**src/kronecker_matrix_vector_product_top_assert.svh**
```systemverilog
// ---------------------------------------------------------------------------
// kronecker matrix-vector product assertion macros
// shared concurrent assertion forms for the controller
// ---------------------------------------------------------------------------
`ifndef KRONECKER_MATRIX_VECTOR_PRODUCT_TOP_ASSERT_SVH
`define KRONECKER_MATRIX_VECTOR_PRODUCT_TOP_ASSERT_SVH

// antecedent implies consequent in the same cycle
`define KMVP_ASSERT_SAME(lbl, clk, rstn, ante, cons) \
  lbl: assert property (@(posedge clk) disable iff (!rstn) (ante) |-> (cons)) \
    else $error("kmvp assertion failed");

// antecedent implies consequent in the next cycle
`define KMVP_ASSERT_NEXT(lbl, clk, rstn, ante, cons) \
  lbl: assert property (@(posedge clk) disable iff (!rstn) (ante) |=> (cons)) \
    else $error("kmvp assertion failed");

`endif

```
**src/kmvp_pkg.sv**
```systemverilog
// ---------------------------------------------------------------------------
// kmvp_pkg
// types and constants shared by the kronecker matrix-vector product block
// ---------------------------------------------------------------------------
package kmvp_pkg;

  localparam int NUM_FACTORS  = 4;
  localparam int MAX_DIM      = 8;
  localparam int MAX_VEC      = 4096;
  localparam int VEC_AW       = 12;
  localparam int LEN_W        = VEC_AW + 1;
  localparam int DIM_W        = 3;
  localparam int SEL_W        = 2;
  localparam int SIZE_W       = 4;
  localparam int CFG_IDX_W    = 3;
  localparam int DATA_W       = 32;
  localparam int FS_AW        = SEL_W + 2 * DIM_W;
  localparam int FSTORE_DEPTH = NUM_FACTORS * MAX_DIM * MAX_DIM;
  localparam int ACC_W        = 68;
  localparam int CNT_W        = 3;

  typedef enum logic [1:0] {
    K_LOAD_MAT = 2'd0,
    K_LOAD_VEC = 2'd1,
    K_START    = 2'd2,
    K_READ     = 2'd3
  } kind_t;

  typedef enum logic [1:0] {
    ST_OK    = 2'd0,
    ST_SIZE  = 2'd1,
    ST_RANGE = 2'd2
  } status_t;

  typedef struct packed {
    logic             accept;
    logic             rd_resp;
    logic             report;
    status_t          rep_status;
    logic             set_res;
    logic             res_b;
    logic             span_clr;
    logic             span_mul;
    logic             left_clr;
    logic             left_mul;
    logic             right_clr;
    logic             right_mul;
    logic [SEL_W-1:0] idx;
    logic [SEL_W-1:0] p;
    logic             sweep_init;
    logic             run;
    logic             src_b;
  } cmd_t;

  typedef struct packed {
    logic             shape_ok;
    logic [CNT_W-1:0] count;
    logic             span_over;
    logic             sweep_last;
    logic             pipe_empty;
  } stat_t;

endpackage

```
**src/kmvp_ctrl.sv**
```systemverilog
// ---------------------------------------------------------------------------
// kmvp_ctrl
// request decode, size check sequence and pass sequencing
// ---------------------------------------------------------------------------
`include "kronecker_matrix_vector_product_top_assert.svh"

module kmvp_ctrl (
  input  logic            clk,
  input  logic            rst_n,
  input  logic            start,
  input  logic [1:0]      in_kind,
  output logic            busy,
  input  kmvp_pkg::stat_t st,
  output kmvp_pkg::cmd_t  cmd
);
  import kmvp_pkg::*;

  typedef enum logic [6:0] {
    S_IDLE  = 7'b0000001,
    S_READ  = 7'b0000010,
    S_SPAN  = 7'b0000100,
    S_CHK   = 7'b0001000,
    S_LEFT  = 7'b0010000,
    S_RUN   = 7'b0100000,
    S_DRAIN = 7'b1000000
  } state_t;

  state_t           state_r, state_nxt;
  logic [SEL_W-1:0] k_r, k_nxt;
  logic [SEL_W-1:0] p_r, p_nxt;
  logic             src_b_r, src_b_nxt;

  always_comb begin
    state_nxt = state_r;
    k_nxt     = k_r;
    p_nxt     = p_r;
    src_b_nxt = src_b_r;
    cmd       = '0;
    cmd.idx   = k_r;
    cmd.p     = p_r;
    cmd.src_b = src_b_r;
    case (state_r)
      S_IDLE: begin
        cmd.accept = start;
        if (start) begin
          case (kind_t'(in_kind))
            K_READ: begin
              state_nxt = S_READ;
            end
            K_START: begin
              if (!st.shape_ok) begin
                cmd.report     = 1'b1;
                cmd.rep_status = ST_SIZE;
              end else begin
                cmd.span_clr = 1'b1;
                k_nxt        = '0;
                state_nxt    = S_SPAN;
              end
            end
            default: begin
            end
          endcase
        end
      end
      S_READ: begin
        cmd.rd_resp = 1'b1;
        state_nxt   = S_IDLE;
      end
      S_SPAN: begin
        cmd.span_mul = 1'b1;
        if (CNT_W'(k_r) == st.count - CNT_W'(1)) begin
          state_nxt = S_CHK;
        end else begin
          k_nxt = k_r + SEL_W'(1);
        end
      end
      S_CHK: begin
        if (st.span_over) begin
          cmd.report     = 1'b1;
          cmd.rep_status = ST_SIZE;
          state_nxt      = S_IDLE;
        end else begin
          p_nxt         = SEL_W'(st.count - CNT_W'(1));
          cmd.right_clr = 1'b1;
          cmd.left_clr  = 1'b1;
          k_nxt         = '0;
          src_b_nxt     = 1'b0;
          state_nxt     = S_LEFT;
        end
      end
      S_LEFT: begin
        if (k_r == p_r) begin
          cmd.sweep_init = 1'b1;
          state_nxt      = S_RUN;
        end else begin
          cmd.left_mul = 1'b1;
          k_nxt        = k_r + SEL_W'(1);
        end
      end
      S_RUN: begin
        cmd.run = 1'b1;
        if (st.sweep_last) begin
          state_nxt = S_DRAIN;
        end
      end
      S_DRAIN: begin
        cmd.idx = p_r;
        if (st.pipe_empty) begin
          cmd.right_mul = 1'b1;
          src_b_nxt     = !src_b_r;
          if (p_r == '0) begin
            cmd.report     = 1'b1;
            cmd.rep_status = ST_OK;
            cmd.set_res    = 1'b1;
            cmd.res_b      = st.count[0];
            state_nxt      = S_IDLE;
          end else begin
            p_nxt        = p_r - SEL_W'(1);
            k_nxt        = '0;
            cmd.left_clr = 1'b1;
            state_nxt    = S_LEFT;
          end
        end
      end
      default: begin
        state_nxt = S_IDLE;
      end
    endcase
  end

  always_ff @(posedge clk) begin
    if (!rst_n) begin
      state_r <= S_IDLE;
      k_r     <= '0;
      p_r     <= '0;
      src_b_r <= 1'b0;
    end else begin
      state_r <= state_nxt;
      k_r     <= k_nxt;
      p_r     <= p_nxt;
      src_b_r <= src_b_nxt;
    end
  end

  assign busy = (state_r != S_IDLE);

  `KMVP_ASSERT_NEXT(a_run_exit, clk, rst_n, state_r == S_RUN, state_r == S_RUN || state_r == S_DRAIN)
  `KMVP_ASSERT_NEXT(a_drain_wait, clk, rst_n, state_r == S_DRAIN && !st.pipe_empty, state_r == S_DRAIN)
  `KMVP_ASSERT_SAME(a_idle_empty, clk, rst_n, !busy, st.pipe_empty)

endmodule

```
**config.mk**
```make
export PLATFORM = sky130hd
export DESIGN_NAME = kmvp_ctrl
export DESIGN_NICKNAME = d
export VERILOG_FILES = /design/src/kmvp_pkg.sv /design/src/kmvp_ctrl.sv
export VERILOG_INCLUDE_DIRS = /design/src /design/src/src
export SDC_FILE = /design/constraint.sdc
export NUM_CORES = 1
export LEC_CHECK = 0
export BUFFER_PORTS_ARGS = -buffer_cell sky130_fd_sc_hd__buf_2
export CELL_PAD_IN_SITES_DETAIL_PLACEMENT = 0
export CELL_PAD_IN_SITES_GLOBAL_PLACEMENT = 2
export CORE_MARGIN = 3
export CORE_UTILIZATION = 28
export CTS_CLUSTER_DIAMETER = 100
export DETAILED_ROUTE_END_ITERATION = 12
export GPL_TIMING_DRIVEN = 0
export MAX_ROUTING_LAYER = met4
export PLACE_DENSITY_LB_ADDON = 0.1
export SLEW_MARGIN = 20
export SYNTH_ARGS = -nofsm -noshare
export SYNTH_HDL_FRONTEND = slang
export SYNTH_SLANG_ARGS = --single-unit
```
**constraint.sdc**
```tcl
create_clock -name clk -period 2.65 [get_ports clk]
set_input_delay 0.1325 -clock clk [delete_from_list [all_inputs] [get_ports clk]]
set_output_delay 0.1325 -clock clk [all_outputs]
set_load 0.01 [all_outputs]
```
Word level (Yosys, flattened, before mapping)

Index checks and enable logic that the tools add are counted.

Register bits: 12
Input bits: 12
Output and inout bits: 21
Logic and storage cells: 93

$add $sub $neg: 3
Equality and inequality tests: 25
Muxes and demuxes: 53
Reduce and logical (&&, ||, !) cells: 8

Operators by type and width:

| kind                                                                     | number |
|---|---|
| 7-bit 2-to-1 mux                                                         | 6 |
| 7-bit case mux with 6 select lines                                       | 1 |
| 2-bit 2-to-1 mux                                                         | 12 |
| 5-bit 2-to-1 mux                                                         | 4 |
| 2-bit inequality test (second input constant)                            | 10 |
| 1-bit 2-to-1 mux                                                         | 19 |
| 3-bit 2-to-1 mux                                                         | 5 |
| 7-bit case mux with 2 select lines                                       | 1 |
| 2-bit case mux with 5 select lines                                       | 1 |
| 3-bit case mux with 3 select lines                                       | 1 |
| 9-bit AND reduction                                                      | 1 |
| 7-bit by 1-bit equality test with 1-bit output (second input constant)   | 1 |
| 7-bit by 2-bit equality test with 1-bit output (second input constant)   | 1 |
| 7-bit by 3-bit equality test with 1-bit output (second input constant)   | 1 |
| 7-bit by 4-bit equality test with 1-bit output (second input constant)   | 1 |
| 7-bit by 5-bit equality test with 1-bit output (second input constant)   | 1 |
| 7-bit by 6-bit equality test with 1-bit output (second input constant)   | 1 |
| 7-bit equality test (second input constant)                              | 1 |
| 7-bit by 1-bit inequality test with 1-bit output (second input constant) | 1 |
| 7-bit AND reduction                                                      | 1 |
| 5-bit nonzero test                                                       | 1 |
| 2-bit equality test (second input constant)                              | 2 |
| 1-bit case mux with 2 select lines                                       | 2 |
| 2-bit case mux with 2 select lines                                       | 1 |
| 13 further kinds                                                         | 13 |

Logic depth before layout (Yosys ltp)

Depth in word-level cells: 4
Depth in mapped cells: 7
Gate-level depth less buffers: 7

Worst setup path before layout

No wires, ideal clock.

Path kind: register to register
Start point: register state_r[0]
End point: register p_r[1]
Library setup time: 116 ps
Arrival: 1721 ps
Data required time: 2534 ps
Setup slack: 813 ps
Cell stages (with the launch flop): 7
Path buffers: 0
Clock period less this slack: 1837 ps
Cells stage by stage: dfxtp_1 or4_4 nor3_4 a21oi_1 inv_1 mux2i_1 nor2b_1

Longest elaborated chain between the ends: 3
Elaborated cells on any way between the ends: 8
Classes of those cells: eq/ne: 5; mux: 1; reduce/logical: 2

Ends and longest elaborated chain:

| element                                                                               | RTL line         | RTL |
|---|---|---|
| start: declaration                                                                    | kmvp_ctrl.sv:28  | `state_t state_r, state_nxt;` |
| start signal: assignment                                                              | kmvp_ctrl.sv:138 | `state_r <= state_nxt;` |
| 7-bit equality test or 7-bit by 4-bit equality test with 1-bit output (tied branches) | kmvp_ctrl.sv:42  | `case (state_r)` |
| 2-bit inequality test (no line) or 2-bit nonzero test (tied branches)                 | --               |  |
| 4-bit AND reduction (no line)                                                         | --               |  |
| end signal: assignment                                                                | kmvp_ctrl.sv:140 | `p_r <= p_nxt;` |
| end: declaration                                                                      | kmvp_ctrl.sv:30  | `logic [SEL_W-1:0] p_r, p_nxt;` |

Parallel ways exist; a longest one is shown, timed or not.
A chain may end at the register's enable or synchronous reset.

==> metrics.cfg <==
[timing]
setup_viol=0
max_slew_margin_pct=55.9
fmax_mhz=432
hold_viol_final=0
worstMarginPinSlew_ps=655
period_needed_ps=2320
finClkSkew_ps=1.51
setup-tns-final_ps=0
slew_violations=0
fin_crit_sh_pct=87.4
rsz0062_at_grt=no

[pwr]
pwr_density_cell_mw_per_mm2=379
power_switching_share_pct=30.4
p_seq_share_pct=39.3
max-vdd-ir-drop_v=0.000132
p_leak_nw=0.615
p_int_w=0.000344
clkPwrFrac_pct=34.3
combPwrFrac_pct=26.3
switchingPower_w=0.000151

[global_routing]
antenna_found_initial=0
met2_usage_pct=22.3
grt_pass1_wl_mm=4.68
grtUsageMet3_pct=2.00
grtUsageMet1_pct=17.8
grt_usage_pct=13.9
grt_max_degree=11
busiest_layer=met2
first_global_vias=1022
grt_overflow_total=0

[yosys]
syn_nets=148
synthCells=134
ys_warn_count=0
synth_flop_cell=dfxtp_1
ys_types=46
synth_top_cells_by_count=dfxtp_1 (12), nor2_1 (11), inv_1 (9)
syn_area_per_cell_um2=7.83
synth_top_area_share_pct=22.9
netlist_top_cells_area=dfxtp_1 (23%), nor2_1 (3.9%), and4b_1 (3.8%)
seq_area_frac_synth_pct=22.9
synth_area_leader_cell=dfxtp_1
syn_area_mm2=0.00105
synth_edf_count=0
ys_ff_latch=12
yosysMostFrequentCell=dfxtp_1
synthArstFlopShare_pct=0

[clock_network]
clockRootBuffer=clkbuf_8
clockBufferDepth=2
numCtsBuffers=3
postCtsResizedCells=0
clock_latency_ps=240
cts_setup_buffers=0
cts_hold_buf=0
clk_pin_slew_ps=60
clkSinkCount=12
htree_levels=1
cts_tree=done

[worst_setup_path]
critical-path-top-delay-family=simple AND/OR/NAND/NOR gates
path_class=flip-flop to output pin
slowest_delay_ps=530
rr_worst_depth=7
critPathCaptureType=output pin
required_ps=2520
worstPathArrival_ps=2180
start_kind=flip-flop
worst-path-buf-inv=2
cp_num_cells=7
cp_slowest_cell=or4_4
worstPathCellList=clkbuf_1 -> or4_4 -> nor3_4 -> and2_1 -> nand2_1 -> nor2_1 -> buf_2
r2r_slack_ps=590
critical_path_peak_fanout=9

[die]
die_h_um=67.2
initial_core_util_pct=30.3
die_w_um=67.2
coreArea_mm2=0.00347
die_area_mm2=0.00452
fp-row-count=21
io_pins=33

[detailed_routing]
vias_per_cell=5.01
drc=0
wl_mm=2.92
wl_per_cell_um=13.6
vias=1073
dr.pass1.iters=4
dr.first_iter.drc_count=67
antenna_left=0

[placed_design]
gp_congestion=0.780
numPortBuffers=31
hpwl_mm=2.37
placed_cells=211

[cells_and_area]
final_cells=214
n_antenna_cell=0
drive_above_1_share_pct=25.6
area_growth_pct=24.2
finalNetCount=184

[min_path]
min_delay_path_depth=3
hold_class=input port to flip-flop

[status]
status=finished, final reports clean

[run]
drv_cap=0

==> sequential cells by signal, summed over array words and instances, names as in the netlist <==
signal,count
k_r,2
src_b_r,1
p_r,2
state_r,7
==> per-layer routing <==
| metal | routed length (um) | part of all wire, % | vias to the layer above |
|---|---|---|---|
| met5 | 0 | 0 | - |
| met4 | 14 | 0.48 | 0 |
| met3 | 121 | 4.1 | 2 |
| met2 | 1400 | 48 | 28 |
| met1 | 1390 | 48 | 494 |
| li1 | - | - | 549 |
==> final timing paths <==
check	start	to
min reg2reg	k_r[0]$_SDFFE_PN0P_	k_r[1]$_SDFFE_PN0P_
min	rst_n	k_r[1]$_SDFFE_PN0P_
max reg2reg	state_r[2]$_SDFFE_PN0P_	p_r[1]$_SDFFE_PN0P_
max	state_r[2]$_SDFFE_PN0P_	cmd[13]
==> worst register-to-register path, cell delays in order (launching register included) <==
cell	delay, ps
dfxtp_1	290
clkbuf_1	200
or4_4	530
nor3_4	360
a21oi_1	180
inv_1	150
mux2i_1	190
nor2b_1	50
==> final cells by class <==
class / count / area (um2)
buffer: 7 / 33.8
inverter: 9 / 33.8
multi-input combinational: 106 / 742
tap: 46 / 57.6
clock buffer: 3 / 41.3
fill: 396 / 2160
timing repair buffer: 31 / 155
sequential: 12 / 240
==> cells in the final DEF (no fill, tap or decap), types with 2 or more instances in the layout <==
cell / n
buf_2: 31
dfxtp_1: 12
nor2_1: 11
inv_1: 9
nand2_1: 8
nor2b_1: 6
a21oi_1: 6
clkbuf_1: 5
nand2b_1: 5
o21ai_0: 5
and4b_1: 4
and2_1: 4
xnor2_1: 4
xor2_1: 4
o21a_1: 4
nand3b_1: 3
nand4_1: 3
clkbuf_8: 3
nor4_1: 2
nor3_4: 2
nor3_1: 2
and3_1: 2
and2b_1: 2
nand3_1: 2
and3b_1: 2
o311ai_0: 2
mux2i_1: 2
ha_1: 2
buf_4: 2
==> power groups by stage <==
stage / Sequential (W) / Clock, W / Combinational (W)
5_1_grt: 0.000196 / 0.000180 / 0.000145
3_3_place_gp: 0.000199 / 0 / 0.000132
2_1_floorplan: 0.000195 / 0 / 0.0000911
3_5_place_dp: 0.000198 / 0 / 0.000131
4_1_cts: 0.000195 / 0.000174 / 0.000131
6_report: 0.000194 / 0.000170 / 0.000130
==> per-stage QoR <==
stage | power [W] | util, % | cell area [um2] | hold WS (ps) | worst slack [ps]
CTS | 0.000499 | 37.6 | 1300 | 182 | 303
detailed placement | 0.000329 | 36.4 | 1260 | 438 | 578
global route | 0.000521 | 37.6 | 1300 | 187 | 217
global placement | 0.000331 | 36.4 | 1260 | 437 | 563
finish | 0.000494 | 37.6 | 1300 | 184 | 333
floorplan | 0.000286 | - | 1050 | 289 | 813
==> logic make-up (layout without fill, tap and decap cells) <==
| family | Yosys count | in the layout | share of synthesized area [%] |
|---|---|---|---|
| AND/OR/NAND/NOR | 65 | 65 | 40.4 |
| buffers and inverters | 16 | 50 | 6.44 |
| AO/OA/AOI/OAI | 28 | 28 | 19.0 |
| XOR/XNOR | 8 | 8 | 6.67 |
| flip-flops | 12 | 12 | 22.9 |
| adder cells (fa/ha/maj) | 2 | 2 | 2.38 |
| multiplexers | 2 | 2 | 1.91 |
| other | 1 | 1 | 0.357 |
No activity file was read; power rests on OpenSTA's default activity.
